$ cat src/rtl/gwc_pkg.sv
`timescale 1ns / 1ps
// ----------------------------------------------------------------------------
// Gaussian window convolution package
// Shared constants, register indexes and types for the convolution unit.
// ----------------------------------------------------------------------------
package gwc_pkg;

    localparam int KERNEL_MAX      = 5;
    localparam int NUM_LINES       = KERNEL_MAX - 1;
    localparam int PIXEL_W         = 8;
    localparam int LINE_W          = NUM_LINES * PIXEL_W;
    localparam int CFG_DATA_W      = 60;
    localparam int CFG_INDEX_W     = 3;
    localparam int RADIUS_W        = 2;
    localparam int DIM_W           = 12;

    localparam int DEF_MAX_WIDTH   = 2048;
    localparam int DEF_COEFF_WIDTH = 12;

    localparam logic [RADIUS_W-1:0] RESET_RADIUS = 2'd2;
    localparam logic [DIM_W-1:0]    RESET_WIDTH  = 12'd640;
    localparam logic [DIM_W-1:0]    RESET_HEIGHT = 12'd480;

    typedef enum logic [CFG_INDEX_W-1:0] {
        REG_KERNEL_RADIUS = 3'd0,
        REG_IMAGE_WIDTH   = 3'd1,
        REG_IMAGE_HEIGHT  = 3'd2,
        REG_COEFF_COLUMN0 = 3'd3,
        REG_COEFF_COLUMN1 = 3'd4,
        REG_COEFF_COLUMN2 = 3'd5,
        REG_COEFF_COLUMN3 = 3'd6,
        REG_COEFF_COLUMN4 = 3'd7
    } cfg_reg_t;

    typedef logic [PIXEL_W-1:0] pixel_t;

    typedef logic [KERNEL_MAX-1:0][KERNEL_MAX-1:0][PIXEL_W-1:0] window_t;

    typedef logic [KERNEL_MAX-1:0][CFG_DATA_W-1:0] coeff_bank_t;

    typedef struct packed {
        logic valid;
        logic last_of_frame;
        logic narrow;
    } mac_req_t;

endpackage

$ cat src/rtl/gwc_window.sv
`timescale 1ns / 1ps
// ----------------------------------------------------------------------------
// Window register
// Holds the most recent columns of the neighbourhood and shifts a new column
// in from the line store and the incoming pixel.
// ----------------------------------------------------------------------------
module gwc_window (
    input  logic                        clk,
    input  logic                        rst_n,
    input  logic                        shift_en,
    input  logic [gwc_pkg::LINE_W-1:0]  line_word,
    input  gwc_pkg::pixel_t             pixel,
    output gwc_pkg::window_t            window
);

    gwc_pkg::window_t win_reg;
    gwc_pkg::window_t win_next;

    always_comb
    begin
        for (int i = 0; i < gwc_pkg::KERNEL_MAX; i++)
        begin
            for (int j = 0; j < gwc_pkg::KERNEL_MAX - 1; j++)
            begin
                win_next[i][j] = win_reg[i][j+1];
            end
        end
        for (int i = 0; i < gwc_pkg::NUM_LINES; i++)
        begin
            win_next[i][gwc_pkg::KERNEL_MAX-1] = line_word[i*gwc_pkg::PIXEL_W +: gwc_pkg::PIXEL_W];
        end
        win_next[gwc_pkg::NUM_LINES][gwc_pkg::KERNEL_MAX-1] = pixel;
    end

    always_ff @(posedge clk or negedge rst_n)
    begin
        if (!rst_n)
        begin
            win_reg <= '0;
        end
        else if (shift_en)
        begin
            win_reg <= win_next;
        end
    end

    assign window = win_reg;

endmodule

$ cat config.mk
export PLATFORM = sky130hd
export DESIGN_NAME = gwc_window
export DESIGN_NICKNAME = d
export VERILOG_FILES = /design/src/rtl/gwc_pkg.sv /design/src/rtl/gwc_window.sv
export SDC_FILE = /design/constraint.sdc
export NUM_CORES = 1
export LEC_CHECK = 0
export BUFFER_PORTS_ARGS = -buffer_cell sky130_fd_sc_hd__buf_2
export CAP_MARGIN = 20
export CORE_MARGIN = 2
export CORE_UTILIZATION = 40
export DETAILED_ROUTE_END_ITERATION = 10
export PLACE_DENSITY = 0.68
export SLEW_MARGIN = 20
export SYNTH_ARGS = -nofsm -noshare
export SYNTH_HDL_FRONTEND = slang
export SYNTH_SLANG_ARGS = --single-unit
$ cat constraint.sdc
create_clock -name clk -period 0.8 [get_ports clk]
set_input_delay 0.04 -clock clk [delete_from_list [all_inputs] [get_ports clk]]
set_output_delay 0.04 -clock clk [all_outputs]
set_load 0.005 [all_outputs]
* After elaboration in Yosys (flattened, before gate mapping)
Index checks and enable logic that the tools add are counted.
** Word-level totals
- Bits in registers :: 200
- Bits of input ports :: 43
- Output and inout bits :: 200
- Word-level logic and storage cells :: 25

* Longest topological paths before layout
Gate-level depths: netlist of the first run.
- Depth after elaboration :: 0
- Mapped depth :: 3

* Least setup slack after synthesis of the first run
No wires, ideal clock.
- Path type :: input port to flip-flop
- From :: input shift_en
- To :: register win_reg (netlist bit window[112])
- Arrival time :: 0.649 ns
- Data required time :: 0.675 ns
- Path slack :: 0.027 ns
- Stages on the path :: 3
- Buffers on the path :: 2
- Cells stage by stage :: buf_6 > clkbuf_8 > mux2_2
** RTL lines
- start: declaration :: line gwc_window.sv:10 : input logic shift_en,
- end signal: assignment :: line gwc_window.sv:43 : win_reg <= win_next;
- end: declaration :: line gwc_window.sv:16 : gwc_pkg::window_t win_reg;
No word-level cell between the ends.

* Worst setup path in the final report of the first run
- From :: register win_reg (netlist bit window[125])
- To :: output window[125] in the netlist's numbering
** RTL lines
- end: declaration :: line gwc_window.sv:13 : output gwc_pkg::window_t window
No word-level cell between the ends.

==> results.json, run 1 <==
{
  "status": "finished with violations",
  "violations": "setup timing",
  "drv_cap": 0,
  "fillers": 1356,
  "grt_pass1_wl_um": 28600,
  "ys_seq_area_share_pct": 66.25,
  "worst-path-max-fanout": 2,
  "first_global_vias": 5574,
  "syn_to_final_growth_pct": 56.43,
  "wirelength_um": 18960,
  "via_count": 5179,
  "antenna_found_initial": 0,
  "r2r_end": "window[105]",
  "start_util_pct": 40.52,
  "clockBufferDepth": 2,
  "pin_count": 243,
  "grt_max_degree": 46,
  "worstSkewPairLatency_ps": 430,
  "synth-seq-cells": 200,
  "synth_area_leader_cell": "dfrtp_1",
  "startpoint_type": "flip-flop",
  "worstReg2RegStart": "window[105]",
  "antennaDiodeCount": 0,
  "slew_headroom_pct": 82.86,
  "synth_flop_cell": "dfrtp_1",
  "crit_type": "flip-flop to primary output",
  "regArea_um2": 5005,
  "avgSynthCellArea_um2": 17.90,
  "dp.final_hpwl_um": 11190,
  "cp_data_arrival_time_ps": 1040,
  "setup_tns_ps": -53690,
  "io_buffers": 242,
  "power.density_nw_per_um2": 2641,
  "numCtsBuffers": 17,
  "ys_warn_count": 0,
  "synth.top_cell.area_share_pct": 66.25,
  "cp-end-kind": "primary output",
  "place_congestion": 0.7817,
  "cts_tree": "built",
  "overflow": 0,
  "async_flop_share_pct": 100.0,
  "p_leak_nw": 5.861,
  "period_minus_slack_ps": 1078,
  "multi_input_area_um2": 2549,
  "worstMarginPinSlew_ps": 257.0,
  "syn-cell-area_um2": 7555,
  "mappedNetlistNets": 465,
  "dieArea_um2": 20000,
  "drtPass1Iterations": 6,
  "root_buffer": "clkbuf_16",
  "coreArea_um2": 18640,
  "die_w_um": 141.4,
  "synth-edff-count": 0,
  "drc": 0,
  "drtIter0Drc": 126,
  "layout.nets": 898,
  "cts.htree.levels": 4,
  "clock_skew_ps": 8.802,
  "ir_drop_mv": 1.470,
  "via_per_inst": 4.700,
  "post-place-cells": 896,
  "track_usage_pct": 18.22,
  "finalMaxSlewViolations": 0,
  "largest_reg_flops": 200,
  "synth_commonest_cells": "dfrtp_1 (200), mux2_2 (200), clkbuf_8 (20)",
  "cp.required_ps": 760,
  "ys_types": 4,
  "clk_pin_slew_ps": 70,
  "wl_per_cell_um": 17.20,
  "worstRegToRegCells": 2,
  "final_antenna_net_count": 0,
  "min_path_type": "input port to asynchronous set/reset pin",
  "setup_viol": 378,
  "cts_sinks": 200,
  "synthTopCellsByArea": "dfrtp_1 (66%), mux2_2 (30%), clkbuf_8 (3.6%)",
  "fmaxAchievable_mhz": 927.6,
  "synthCells": 422,
  "hold_slack_ps": 53.37,
  "rows": 50,
  "die_h_um": 141.4,
  "rsz0062_at_grt": "yes",
  "layout-drive-gt1-share_pct": 72.12,
  "r2r_slack_ps": -120,
  "hold_viol": 0,
  "stdcell_count": 1102,
  "layout_setup_ws_ps": -278.1,
  "min_period_over_period_pct": 134.8
}
-- cells by family after synthesis --
| kind of cell | after synthesis | share of synthesized area [%] |
|---|---|---|
| muxes | 200 | 29.81 |
| DFF | 200 | 66.25 |
| buffers and inverters | 22 | 3.942 |
-- layer usage --
metal / up-vias / part of all wire (%) / wire length [µm] / global-route usage (%)
li1: 2360 / - / - / -
met1: 2630 / 39 / 7430 / 20.94
met2: 154 / 53 / 10130 / 32.55
met3: 35 / 4.8 / 902 / 4.489
met4: 0 / 2.6 / 495 / 7.526
met5: - / 0 / 0 / 0
-- worst max-delay path, cell delays in order (launching register included) --
cell and delay (ps):
dfrtp_1 390, buf_6 120, buf_6 100
-- stage by stage --
stage | setup WS (ps) | utilization, % | instance area (µm²) | power (mW)
after floorplan | 26.56 | - | 7555 | 15.76
after global placement | -173.2 | 48.42 | 9026 | 18.61
after detailed placement | -198.7 | 48.42 | 9026 | 18.91
after CTS | -299.5 | 59.70 | 11130 | 30.08
after global routing | -324.5 | 63.39 | 11820 | 32.70
final | -278.1 | 63.39 | 11820 | 31.22
-- layout by cell type, fill, tap and decap left out --
master and n:
clkbuf_1 1, clkbuf_8 2, buf_6 122, mux2_2 121
buf_4 27, buf_12 8, clkbuf_16 17, clkinv_2 1
dfrtp_1 200, clkinv_4 2, mux2_4 79, buf_2 237
bufinv_16 3, inv_6 4, inv_8 3, dlygate4sd3_1 41
-- worst max path at each step --
stage                  end  depth (start not counted)   startpoint  slack (ps)
2_1_floorplan  window[112]                          3     shift_en          30
4_1_cts        window[125]                          2  window[125]        -300
3_3_place_gp     window[1]                          3     shift_en        -170
6_report       window[125]                          2  window[125]        -280
3_5_place_dp     window[6]                          3     shift_en        -200
5_1_grt        window[125]                          2  window[125]        -320
-- repair_timing --
| item | CTS | global route |
|---|---|---|
| hold buffers | 41 | 0 |
| setup buffers | 121 | 18 |
| setup endpoints to repair | 208 | 384 |
| gates resized for setup | 41 | 165 |
| hold endpoints to repair | 240 | 0 |
-- power breakdown --
group / switching (mW) / internal, mW / leakage [nW]
combinational: 2.90 / 5.73 / 3.20
sequential: 1.38 / 12.1 / 2.35
clock: 3.97 / 5.12 / 0.309
total: 8.26 / 23.0 / 5.86
-- final cells by class --
cell class	instances	area share (%)
Timing Repair Buffer	436	28.32
Multi-Input combinational cell	200	21.57
Tap cell	234	2.477
Clock inverter	13	1.535
Clock buffer	19	3.748
Sequential cell	200	42.35
No activity file was read; power rests on OpenSTA's default activity.
==> run 2: changes to the inputs <==
--- a/config.mk
+++ b/config.mk
@@ -5,7 +5,7 @@
 export SDC_FILE = /design/constraint.sdc
 export NUM_CORES = 1
 export LEC_CHECK = 0
-export BUFFER_PORTS_ARGS = -buffer_cell sky130_fd_sc_hd__buf_2
+export BUFFER_PORTS_ARGS = -buffer_cell sky130_fd_sc_hd__buf_4
 export CAP_MARGIN = 20
 export CORE_MARGIN = 2
 export CORE_UTILIZATION = 40
==> results.json, run 2 (synthesis gave the netlist of run 1 again) <==
{
  "dp.final_hpwl_um": 12260,
  "status": "finished with violations",
  "final_area_um2": 13580,
  "io_buffers": 242,
  "worst-path-max-fanout": 2,
  "die_w_um": 141.4,
  "largest_reg_flops": 200,
  "slew_headroom_pct": 83.86,
  "antenna_found_initial": 0,
  "cts.htree.levels": 4,
  "rows": 50,
  "hold_viol": 0,
  "clk_pin_slew_ps": 80,
  "place_congestion": 0.7640,
  "max_stage_delay_ps": 390,
  "finalMaxSlewViolations": 0,
  "final_antenna_net_count": 0,
  "start_util_pct": 40.52,
  "worstMarginPinSlew_ps": 242.1,
  "rsz0062_at_grt": "yes",
  "final_cell_mix": "buf_6 (334), dfrtp_1 (200), mux2_2 (104)",
  "post-place-cells": 915,
  "wirelength_um": 21330,
  "fmaxAchievable_mhz": 923.3,
  "cp.required_ps": 760,
  "coreArea_um2": 18640,
  "worstRegToRegCells": 2,
  "critical_path_buf_inv_count": 2,
  "crit_type": "flip-flop to primary output",
  "mostFrequentLayoutCell": "buf_6",
  "dieArea_um2": 20000,
  "min_period_over_period_pct": 135.4,
  "r2r_slack_ps": -140,
  "ir_drop_mv": 1.439,
  "crit_chain": "buf_6 > buf_6",
  "overflow": 0,
  "period_minus_slack_ps": 1083,
  "min_path_type": "input port to asynchronous set/reset pin",
  "p_leak_nw": 6.560,
  "clockBufferDepth": 2,
  "layout-drive-gt1-share_pct": 73.22,
  "grt_pass1_wl_um": 31420,
  "stdcell_count": 1134,
  "power.density_nw_per_um2": 2544,
  "track_usage_pct": 20.12,
  "drc": 0,
  "cts_sinks": 200,
  "first_global_vias": 5990,
  "pin_count": 243,
  "via_count": 5381,
  "layout_setup_ws_ps": -283.1,
  "violations": "setup timing",
  "wl_met2_um": 11850,
  "via_per_inst": 4.745,
  "highest_layer": "met4",
  "worstSkewPairLatency_ps": 420,
  "numCtsBuffers": 17,
  "syn_to_final_growth_pct": 79.69,
  "cp.depth": 2,
  "grt_max_degree": 41,
  "cp_data_arrival_time_ps": 1040,
  "wl_per_cell_um": 18.81,
  "setup_viol": 386,
  "drtPass1Iterations": 6,
  "antennaDiodeCount": 0,
  "placed_cell_area_um2": 9844,
  "die_h_um": 141.4,
  "layout.nets": 930,
  "root_buffer": "clkbuf_16",
  "met1_length_um": 8022,
  "cp-end-kind": "primary output",
  "startpoint_type": "flip-flop",
  "wl_met3_um": 923,
  "clock_skew_ps": 10.55,
  "drv_cap": 0,
  "slowest_stage": "dfrtp_1",
  "fillers": 1119,
  "critPathTopFamily": "flip-flops",
  "cts_tree": "built",
  "drtIter0Drc": 160,
  "cpMostUsedCell": "buf_6"
}
[run 2: cell count changes in the layout (fill, tap and decap cells not counted), moves of 6 or more]
| cell | previous run | this run |
|---|---|---|
| buf_12 | 8 | 14 |
| mux2_2 | 121 | 104 |
| buf_2 | 237 | 0 |
| mux2_4 | 79 | 96 |
| buf_6 | 122 | 334 |
| buf_4 | 27 | 78 |
[run 2: metal layers]
| layer | global-route usage, % | up-vias |
|---|---|---|
| li1 | - | 2428 |
| met1 | 22.35 | 2772 |
| met2 | 37.51 | 149 |
| met3 | 5.062 | 32 |
| met4 | 6.737 | 0 |
| met5 | 0 | - |
[run 2: what timing repair did]
item                                    CTS  global route
hold buffers                             41             0
setup buffers                           126            21
resized for setup                       279           150
endpoints found under the setup margin  214           395
gates cloned                              0             0
hold endpoints to repair                240             0
[run 2: through the flow]
step | power (mW) | setup TNS [ps] | util (%) | hold slack (ps) | setup WS [ps]
2_1_floorplan | 15.76 | 0 | - | -255.6 | 26.56
3_3_place_gp | 20.04 | -21690 | 52.81 | -63.84 | -133.7
3_5_place_dp | 20.35 | -24110 | 52.81 | -59.15 | -167.4
4_1_cts | 33.11 | -60130 | 68.95 | 37.22 | -310.2
5_1_grt | 36.11 | -71070 | 72.82 | 54.32 | -322.6
6_report | 34.53 | -59300 | 72.82 | 44.51 | -283.1
[run 2: cell type report]
class	count	area, µm²	area share (%)
clock buffers	18	439.2	3.235
clock inverters	14	175.2	1.290
multi-input cells	200	2613	19.24
flip-flops and latches	200	5005	36.87
well taps	234	292.8	2.157
repair buffers	468	5051	37.21
[run 2: worst paths after layout]
kind	start	endpoint
max reg2reg	window[106]	window[106]
max in group asynchronous	rst_n	window[161]
min in group clk	shift_en	window[131]
min	rst_n	window[37]
max	window[125]	window[125]
min reg2reg	window[164]	window[164]
[run 2: worst reg2reg max path: cells and delay by family, from the launching register on]
kind / cells / cell delay (ps)
mux: 1 / 260
flops: 1 / 430
buf+inv: 1 / 140
[run 2: power by group]
group	switching [mW]	leakage [nW]	internal (mW)
combinational	3.18	3.91	8.49
sequential	1.97	2.35	12.1
clock	4.20	0.298	4.59
